$ cat config.mk
export PLATFORM = sky130hd
export DESIGN_NAME = angle_approach_step_limited_core
export DESIGN_NICKNAME = d
export VERILOG_FILES = /design/src/rtl/core/aasl_pkg.sv /design/src/rtl/core/angle_approach_step_limited_core.sv
export VERILOG_INCLUDE_DIRS = /design/src /design/src/rtl/core
export SDC_FILE = /design/constraint.sdc
export NUM_CORES = 1
export LEC_CHECK = 0
export BUFFER_PORTS_ARGS = -buffer_cell sky130_fd_sc_hd__buf_4
export CORE_ASPECT_RATIO = 1.4
export CORE_MARGIN = 4
export CORE_UTILIZATION = 25
export DETAILED_ROUTE_END_ITERATION = 8
export PLACE_DENSITY = 0.38
export SYNTH_ARGS = -nofsm -noshare
export SYNTH_HDL_FRONTEND = slang
export SYNTH_SLANG_ARGS = --single-unit
export TNS_END_PERCENT = 100
$ cat constraint.sdc
create_clock -name clock -period 47.7 [get_ports clock]
set_input_delay 9.54 -clock clock [delete_from_list [all_inputs] [get_ports clock]]
set_output_delay 9.54 -clock clock [all_outputs]
set_load 0.05 [all_outputs]
$ cat src/rtl/core/angle_approach_step_limited_core_assert.svh
// Assertion macros for the angle approach core.
// Define ASSERT_OFF to compile the checks out; no other dependencies.
`ifndef ANGLE_APPROACH_STEP_LIMITED_CORE_ASSERT_SVH
`define ANGLE_APPROACH_STEP_LIMITED_CORE_ASSERT_SVH

`ifndef ASSERT_OFF

`define AASL_ASSERT_IMPL(label, clk, rst, ante, cons) \
   label: assert property (@(posedge clk) disable iff (rst) (ante) |-> (cons)) \
      else $error("aasl assertion failed");

`define AASL_ASSERT_NEXT(label, clk, rst, ante, cons) \
   label: assert property (@(posedge clk) disable iff (rst) (ante) |=> (cons)) \
      else $error("aasl assertion failed");

`else

`define AASL_ASSERT_IMPL(label, clk, rst, ante, cons)
`define AASL_ASSERT_NEXT(label, clk, rst, ante, cons)

`endif

`endif

$ cat src/rtl/core/aasl_pkg.sv
// Shared types and constants of the angle approach core.
// No dependencies.
`default_nettype none

package aasl_pkg;

   localparam int unsigned ValueWidth = 16;
   localparam int unsigned FracWidth  = 17;
   localparam int unsigned StepWidth  = 15;
   localparam int unsigned CsrIdxWidth = 2;
   localparam int unsigned CsrDataWidth = FracWidth;

   typedef logic [ValueWidth-1:0]   value_type;
   typedef logic [FracWidth-1:0]    frac_type;
   typedef logic [StepWidth-1:0]    step_type;
   typedef logic [CsrIdxWidth-1:0]  csr_idx_type;
   typedef logic [CsrDataWidth-1:0] csr_data_type;

   localparam csr_idx_type CSR_APPROACH_FRACTION = 2'd0;
   localparam csr_idx_type CSR_MAX_STEP          = 2'd1;
   localparam csr_idx_type CSR_MIN_STEP          = 2'd2;

   localparam frac_type RESET_FRACTION = 17'd32768;
   localparam step_type RESET_MAX_STEP = 15'd1024;
   localparam step_type RESET_MIN_STEP = 15'd16;

endpackage

`default_nettype wire

$ cat src/rtl/core/angle_approach_step_limited_core.sv
// Angle approach core: rate-limited exponential approach of a signed 16-bit value.
// Uses aasl_pkg and angle_approach_step_limited_core_assert.svh.
//
// Usage:
//   req_ channel carries one target per item; rsp_ channel returns the new held
//   value and the wrapped remaining difference, one result item per request item.
//   csr_ channel writes approach_fraction (0), max_step (1), min_step (2); other
//   indexes are dropped. csr_ready is always high; write only while idle.
// Flow: an accepted item is captured in the input register, computed and
//   loaded into the result register once the result register is free; the
//   result register drives the rsp_ channel.
// Throughput: one item per cycle while rsp_ready stays high. The held-value
//   feedback (one 17x17 multiply, clamp, add and snap compare) is combinational.
// Reset: held value clears to zero, CSR registers take their reset values, both
//   pipeline stages empty.
// Stall: while rsp_ready is low the result holds; one more item can wait in
//   the input register, after which req_ready drops.
`default_nettype none

`include "angle_approach_step_limited_core_assert.svh"

module angle_approach_step_limited_core (
   input  wire logic                         clock,
   input  wire logic                         reset,
   input  wire logic                         req_valid,
   output      logic                         req_ready,
   input  wire logic signed [15:0]           req_target_value,
   output      logic                         rsp_valid,
   input  wire logic                         rsp_ready,
   output      logic signed [15:0]           rsp_new_value,
   output      logic signed [15:0]           rsp_remaining_diff,
   input  wire logic                         csr_valid,
   output      logic                         csr_ready,
   input  wire aasl_pkg::csr_idx_type        csr_index,
   input  wire aasl_pkg::csr_data_type       csr_data
);

   aasl_pkg::frac_type  frac_ff;
   aasl_pkg::step_type  max_step_ff;
   aasl_pkg::step_type  min_step_ff;
   aasl_pkg::value_type held_ff, held_in;

   logic                in_valid_ff;
   aasl_pkg::value_type in_target_ff;
   logic                out_valid_ff;
   aasl_pkg::value_type out_new_ff, out_rem_ff, out_rem_in;

   logic                advance;
   logic                stall_full;

   logic [15:0] diff, moved, rem_moved;
   logic        neg, big, up, snap;
   logic [16:0] diff_ext, mag;
   logic [33:0] product;
   logic [17:0] smag;
   logic [14:0] clamp, step_mag;

   assign csr_ready = 1'b1;

   always_ff @(posedge clock) begin
      if (reset) begin
         frac_ff     <= aasl_pkg::RESET_FRACTION;
         max_step_ff <= aasl_pkg::RESET_MAX_STEP;
         min_step_ff <= aasl_pkg::RESET_MIN_STEP;
      end else if (csr_valid) begin
         unique case (csr_index)
            aasl_pkg::CSR_APPROACH_FRACTION: frac_ff <= csr_data;
            aasl_pkg::CSR_MAX_STEP:          max_step_ff <= csr_data[14:0];
            aasl_pkg::CSR_MIN_STEP:          min_step_ff <= csr_data[14:0];
            default: ;
         endcase
      end
   end

   // Handshake: result register frees when empty or taken
   assign advance    = in_valid_ff && (!out_valid_ff || rsp_ready);
   assign req_ready  = !in_valid_ff || advance;
   assign stall_full = out_valid_ff && !rsp_ready && in_valid_ff;

   // Step computation
   always_comb begin
      diff     = in_target_ff - held_ff;
      neg      = diff[15];
      diff_ext = {diff[15], diff};
      mag      = neg ? (~diff_ext + 17'd1) : diff_ext;
      product  = {17'd0, mag} * {17'd0, frac_ff};
      smag     = product[33:16];
      big      = smag > {3'd0, min_step_ff};
      clamp    = (smag > {3'd0, max_step_ff}) ? max_step_ff : smag[14:0];
      step_mag = big ? clamp : min_step_ff;
      if (neg) begin
         up = 1'b0;
      end else if (big) begin
         up = step_mag != 15'd0;
      end else begin
         up = 1'b1;
      end
      moved     = up ? (held_ff + {1'b0, step_mag}) : (held_ff - {1'b0, step_mag});
      rem_moved = in_target_ff - moved;
      snap      = up ? rem_moved[15] : (rem_moved != 16'd0 && !rem_moved[15]);
      if (in_target_ff == held_ff) begin
         held_in = held_ff;
      end else if (snap) begin
         held_in = in_target_ff;
      end else begin
         held_in = moved;
      end
      out_rem_in = in_target_ff - held_in;
   end

   always_ff @(posedge clock) begin
      if (reset) begin
         in_valid_ff  <= 1'b0;
         out_valid_ff <= 1'b0;
         held_ff      <= '0;
      end else begin
         if (req_ready) begin
            in_valid_ff <= req_valid;
         end
         if (advance) begin
            out_valid_ff <= 1'b1;
            held_ff      <= held_in;
         end else if (rsp_ready) begin
            out_valid_ff <= 1'b0;
         end
      end
   end

   always_ff @(posedge clock) begin
      if (req_valid && req_ready) begin
         in_target_ff <= req_target_value;
      end
      if (advance) begin
         out_new_ff <= held_in;
         out_rem_ff <= out_rem_in;
      end
   end

   assign rsp_valid          = out_valid_ff;
   assign rsp_new_value      = out_new_ff;
   assign rsp_remaining_diff = out_rem_ff;

   `AASL_ASSERT_IMPL(a_full_stall_blocks, clock, reset, stall_full, !req_ready)
   `AASL_ASSERT_NEXT(a_held_matches_result, clock, reset, advance, held_ff == out_new_ff)
   `AASL_ASSERT_NEXT(a_held_only_on_advance, clock, reset, !advance, $stable(held_ff))

endmodule

`default_nettype wire
# == Word level (Yosys, flattened, before mapping) ==
# Index checks and enable logic that the tools add are counted.
# Widths: inputs -> output; s select.
# op_classes
add_sub_neg,6
mul,1
n_lt_le_gt_ge,2
n_eq_ne,3
muxes,11
bitwise_logic,1
n_reduce_logical,15
# ops
operator,count
$mux 16,3
$sub 16x16->16,3
$gt 18x15->1,2
$mul 17x17->34,1
$mux 15,2
$add 17x1->17 const B,1
$mux 17,1
$not 17->17,1
$add 16x15->16,1
$eq 16x16->1,1
$reduce_bool 16->1,1
$sub 16x15->16,1
$reduce_bool 15->1,1
$reduce_and 2->1,3
$mux 1,5
$logic_and 1x1->1,3
$logic_not 1->1,3
$eq 2x1->1 const B,1
$eq 2x2->1 const B,1
$logic_not 2->1,1
$logic_or 1x1->1,2
$reduce_bool 2->1,1
# totals
regBits,113
in_bits,40
wordCells,48

# == Longest topological paths before layout ==
# logic_depth
word_depth,19
depth_mapped,95
depth_no_buf,92

# == Least setup slack after synthesis ==
# OpenSTA, ideal clock, no wires.
# synth_path
kind,in2out
start,in rsp_ready
end,out req_ready
arrival_time_ns,10.044
required_ns,38.160
slack_ns,28.116
path_stages,2
n_path_buf,0
cell_sequence,nor2b_1 -> nand2_1
# synth_via
elab_chain_cells,3
# synth_lines
element,line,rtl
from (decl),angle_approach_step_limited_core.sv:29,"input wire logic rsp_ready,"
$logic_or 1x1->1,angle_approach_step_limited_core.sv:76,assign advance = in_valid_ff && (!out_valid_ff || rsp_ready);
$logic_and 1x1->1,angle_approach_step_limited_core.sv:76,
$logic_or 1x1->1,angle_approach_step_limited_core.sv:77,assign req_ready = !in_valid_ff || advance;
to (decl),angle_approach_step_limited_core.sv:26,"output logic req_ready,"
# Every way passes these cells.

# == Worst setup path in the final report ==
# layout_path
start,reg in_target_ff[0]
end,"reg out_rem_ff[14], in the netlist rsp_remaining_diff[14] (data pin)"
# layout_via
elab_chain_cells,19
elab_cells_between_ends,24
cone_classes,add/sub: 6; mul: 1; order compare: 2; eq/ne: 1; mux: 9; bitwise: 1; reduce/logical: 4
# layout_lines
element,line,rtl
from (decl),angle_approach_step_limited_core.sv:44,aasl_pkg::value_type in_target_ff;
from (signal assigned),angle_approach_step_limited_core.sv:131,in_target_ff <= req_target_value;
branches (longest 17 deep; another with $mul 17x17->34),-,
$mux 16 *,angle_approach_step_limited_core.sv:101,if (in_target_ff == held_ff) begin
via held_in[0],angle_approach_step_limited_core.sv:41,"aasl_pkg::value_type held_ff, held_in;"
$sub 16x16->16 *,angle_approach_step_limited_core.sv:108,out_rem_in = in_target_ff - held_in;
via out_rem_in[14],angle_approach_step_limited_core.sv:46,"aasl_pkg::value_type out_new_ff, out_rem_ff, out_rem_in;"
to (signal assigned),angle_approach_step_limited_core.sv:135,out_rem_ff <= out_rem_in;
to (decl),angle_approach_step_limited_core.sv:46,
# Mark *: on every way through the listed nets, which the timed path passes.
# A chain may end at the register's enable or synchronous reset.

==> flow_results.org <==
** Status
- Status :: finished clean

** Setup path
- At the worst endpoint, the required time is ~48,000 ps.
- Most frequent cell on the critical path :: inv_1
- Maximum net fanout on the critical path :: 31
- The slowest stage of the critical path belongs to the cell xor2_2.
- STA classifies the critical path startpoint as a register.
- Critical path data arrival time :: about 23,000 ps
- The critical path is of the reg -> reg type.
- For this run, the slowest stage of the critical path takes between 900 and 1000 ps.
- Crit end category :: register

** Clock network
- CTS resizes :: 0
- TritonCTS built the clock tree.
- In this run, post-CTS hold repair placed 0 buffers.
- CTS placed an instance of clkbuf_16 at the clock tree root.
- Maximum buffer depth of the clock tree :: 2
- Clock sink count :: 113
- Number of clock buffers inserted by TritonCTS :: 17
- Source-to-sink clock delay at the later pin of the worst-skew pair :: roughly 460 ps
- H-tree depth reported by CTS :: 4
- Clk slew on worst S/H paths :: ~60 ps
- Buffers added to address setup during post-CTS repair amount to 0.

** Synthesis
- Top cells by instance count after synthesis :: 376 x inv_1, 371 x nand2_1, 226 x fa_1
- Unique cell type count in the Yosys netlist :: about 110
- Share of cell area taken by muxes after synthesis :: 1.189%
- Top area cells in the synthesized netlist :: fa_1 24%, ha_1 12%, edfxtp_1 7.6%
- Post-synthesis average cell area :: between 8 and 9 µm²
- Share of async-settable or async-resettable flops after synthesis :: 0%
- The synthesized netlist devotes between 10% and 20% of its cell area to simple gates.
- During synthesis, Yosys emitted a total of 0 warnings.
- For this run, the register share of the synthesized area comes to roughly 14%.
- Among all flip-flop cells after synthesis, the most frequent one is dfxtp_1.
- The synthesized netlist occupies a cell area of 19,050 µm².
- Number of storage elements in the synthesis netlist :: around 110
- Count of flip-flops with a built-in enable after synthesis :: 48
- Summing the areas of all compound-gate instances in the mapped netlist gives around 15% of the synthesized area.
- inv_1 is the most common cell in the netlist.
- Count of mapped cells out of synthesis :: 2,297
- Largest family of logic cells by synthesized area :: adder cells
- Area fraction of the dominant cell type after synthesis :: about a quarter
- After Yosys synthesis, full adders, half adders and majority gates account for between 30% and 40% of the synthesized area.
- Summing the areas of all xor and xnor instances in the mapped netlist gives under 10% of the synthesized area.
- fa_1 takes more of the synthesized area than any other cell.

** STA
- Unrepaired setup endpoints after global routing :: false
- Least-Margin Pin Slew :: approximately 1200 ps
- The smallest clock period supported by the final layout is computed as roughly 22,000 ps.
- Headroom to the max-slew limit :: a little under a fifth
- Setup violations remaining at the end of the flow were counted as 0.
- For the final database, setup skew stands at around 12 ps.
- The hold violation total from the final report came to 0.
- Max Clock Freq :: 44.53 MHz
- Number of max-slew violations in the final report :: 0
- Share of the clock period used by the worst path :: around 47%
- After routing, the total negative slack on setup checks comes to 0 ps.

** Route
- For this block, the initial DRC count from the detailed router was around 770.
- Dividing the detail-routed wire length by the instance count gives 19.74 µm.
- The detail route stage leaves a number of antenna-violating nets equal to 0.
- After detailed routing, the number of remaining DRC violations is 0.
- After detailed routing, the total wire length is roughly 66,000 µm.
- After detailed routing, the number of vias per cell comes to 4.777.
- For this run, the detailed router's first-pass iteration total came to 5.
- For this block, the via count after detailed routing is approximately 16,000.

** GRT
- Pin count of the biggest net entering global routing :: 66
- The first global-routing pass estimated slightly above 100,000 µm of wire.
- Total routing usage reported by global routing :: 16.58%
- The number of global-route vias before repair came to approximately 17,000.
- Residual overflow from global routing :: 0
- The initial antenna violation count was 0.

** Floorplan
- The initial utilization of the core area, before any placement, comes to about 25%.
- Die Area :: approximately 81,000 µm²
- After floorplanning, the core was divided into approximately 120 placement rows.
- I/O pins :: 75
- Die boundary height :: between 300 and 400 µm
- The core region is between 70,000 and 80,000 µm².
- Measured along the x axis, the die boundary spans between 200 and 250 µm.

** Cells and area
- Fill cells in the final layout number approximately 8,200.
- The final layout contains between 2,000 and 3,000 nets.
- Of the cells placed in the final design, the portion with a size suffix greater than 1 is 8.122%.
- Relative area change from synthesis to final layout :: 12.23%

** Hold path
- The tightest min-delay check is of the reg -> reg type.

** Job
- Max Cap Violations :: 0

** Place
- Routability-driven placement finished with a final weighted congestion of ~0.86.
- Buffers placed on the I/O ports in this run total 73.
- Post-detail-place hpwl :: around 53,000 µm
-- kinds of logic (layout without fill, tap and decap cells) --
group,count (synthesis),count (layout)
other cells,2,19
compound gates,415,415
mux,22,22
buf+inv,461,512
fa+ha+maj,413,413
flops,113,113
xor+xnor,92,92
simple gates,779,779
-- stage by stage --
stage | cells | hold WS, ps | area [µm²] | utilization, % | worst slack (ps)
after floorplan | 2313 | 436.3 | 19110 | - | 28120
after global placement | 3300 | 445.0 | 20790 | 27.59 | 25320
after detailed placement | 3300 | 449.5 | 20790 | 27.59 | 25160
after CTS | 3332 | 459.1 | 21370 | 28.37 | 25110
after global routing | 3332 | 490.7 | 21370 | 28.37 | 23690
final | 3333 | 458.3 | 21370 | 28.37 | 25250
-- routing by layer --
layer | GRT usage (%) | wire length (µm) | vias to the layer above
li1 | - | - | 7644
met1 | 18.73 | 25940 | 7967
met2 | 32.43 | 36630 | 243
met3 | 1.654 | 1502 | 67
met4 | 4.849 | 1715 | 0
met5 | 0 | 0 | -
-- cells in the final DEF, fill, tap and decap left out, types with 13 or more instances in the layout --
cell and instances:
inv_1 376, nand2_1 371, fa_1 226, ha_1 183, a21oi_1 144, nor2_1 114
and2_1 104, buf_4 102, dfxtp_1 65, xnor2_1 64, o21ai_0 53, edfxtp_1 48
a21o_1 36, nand3_1 29, a211oi_1 27, nor3_1 23, nor2b_1 21, nand2b_1 20
nand4_1 20, xor2_1 19, clkbuf_16 19, conb_1 18, mux2i_1 17, o21a_1 13
-- path summary, 6_finish.rpt --
path              depth (start not counted)  slack (ps)                                to                 startpoint
setup / recovery                         87       25250  rsp_remaining_diff[14]$_DFFE_PP_  in_target_ff[0]$_DFFE_PP_
hold / removal                            2         460           frac_ff[1]$_SDFFE_PP0P_    frac_ff[1]$_SDFFE_PP0P_
setup reg to reg                         87       25250  rsp_remaining_diff[14]$_DFFE_PP_  in_target_ff[0]$_DFFE_PP_
hold reg to reg                           2         460           frac_ff[1]$_SDFFE_PP0P_    frac_ff[1]$_SDFFE_PP0P_
-- registers in the layout (all words and copies together), names as in the netlist --
| signal | count |
|---|---|
| frac_ff | 17 |
| held_ff | 16 |
| in_target_ff | 16 |
| rsp_new_value | 16 |
| rsp_remaining_diff | 16 |
| max_step_ff | 15 |
| min_step_ff | 15 |
| in_valid_ff | 1 |
| rsp_valid | 1 |
-- cell type report --
type                       count  area, µm²  area share (%)
multi-input combinational   1739      14650           68.54
sequential                   113       2743           12.83
inverter                     378       1419           6.638
tap                          968       1211           5.666
timing repair buffer         102      765.7           3.583
clock buffer                  20      489.2           2.289
clock inverter                12      93.84          0.4390
antenna                        1      2.502         0.01171
-- critical path: cells and delay by family, from the launching register on --
kind	cells	cell delay, ps
AOI/OAI and AO/OA	27	6670
adders and majority gates	15	5970
and+or+nand+nor	28	5940
xor gates and xnor gates	4	1480
buffers and inverters	11	1250
DFF	1	410
muxes	2	380
Power is not shown: default switching activity piles up to over one toggle a cycle in this logic, so the estimate is an artifact.
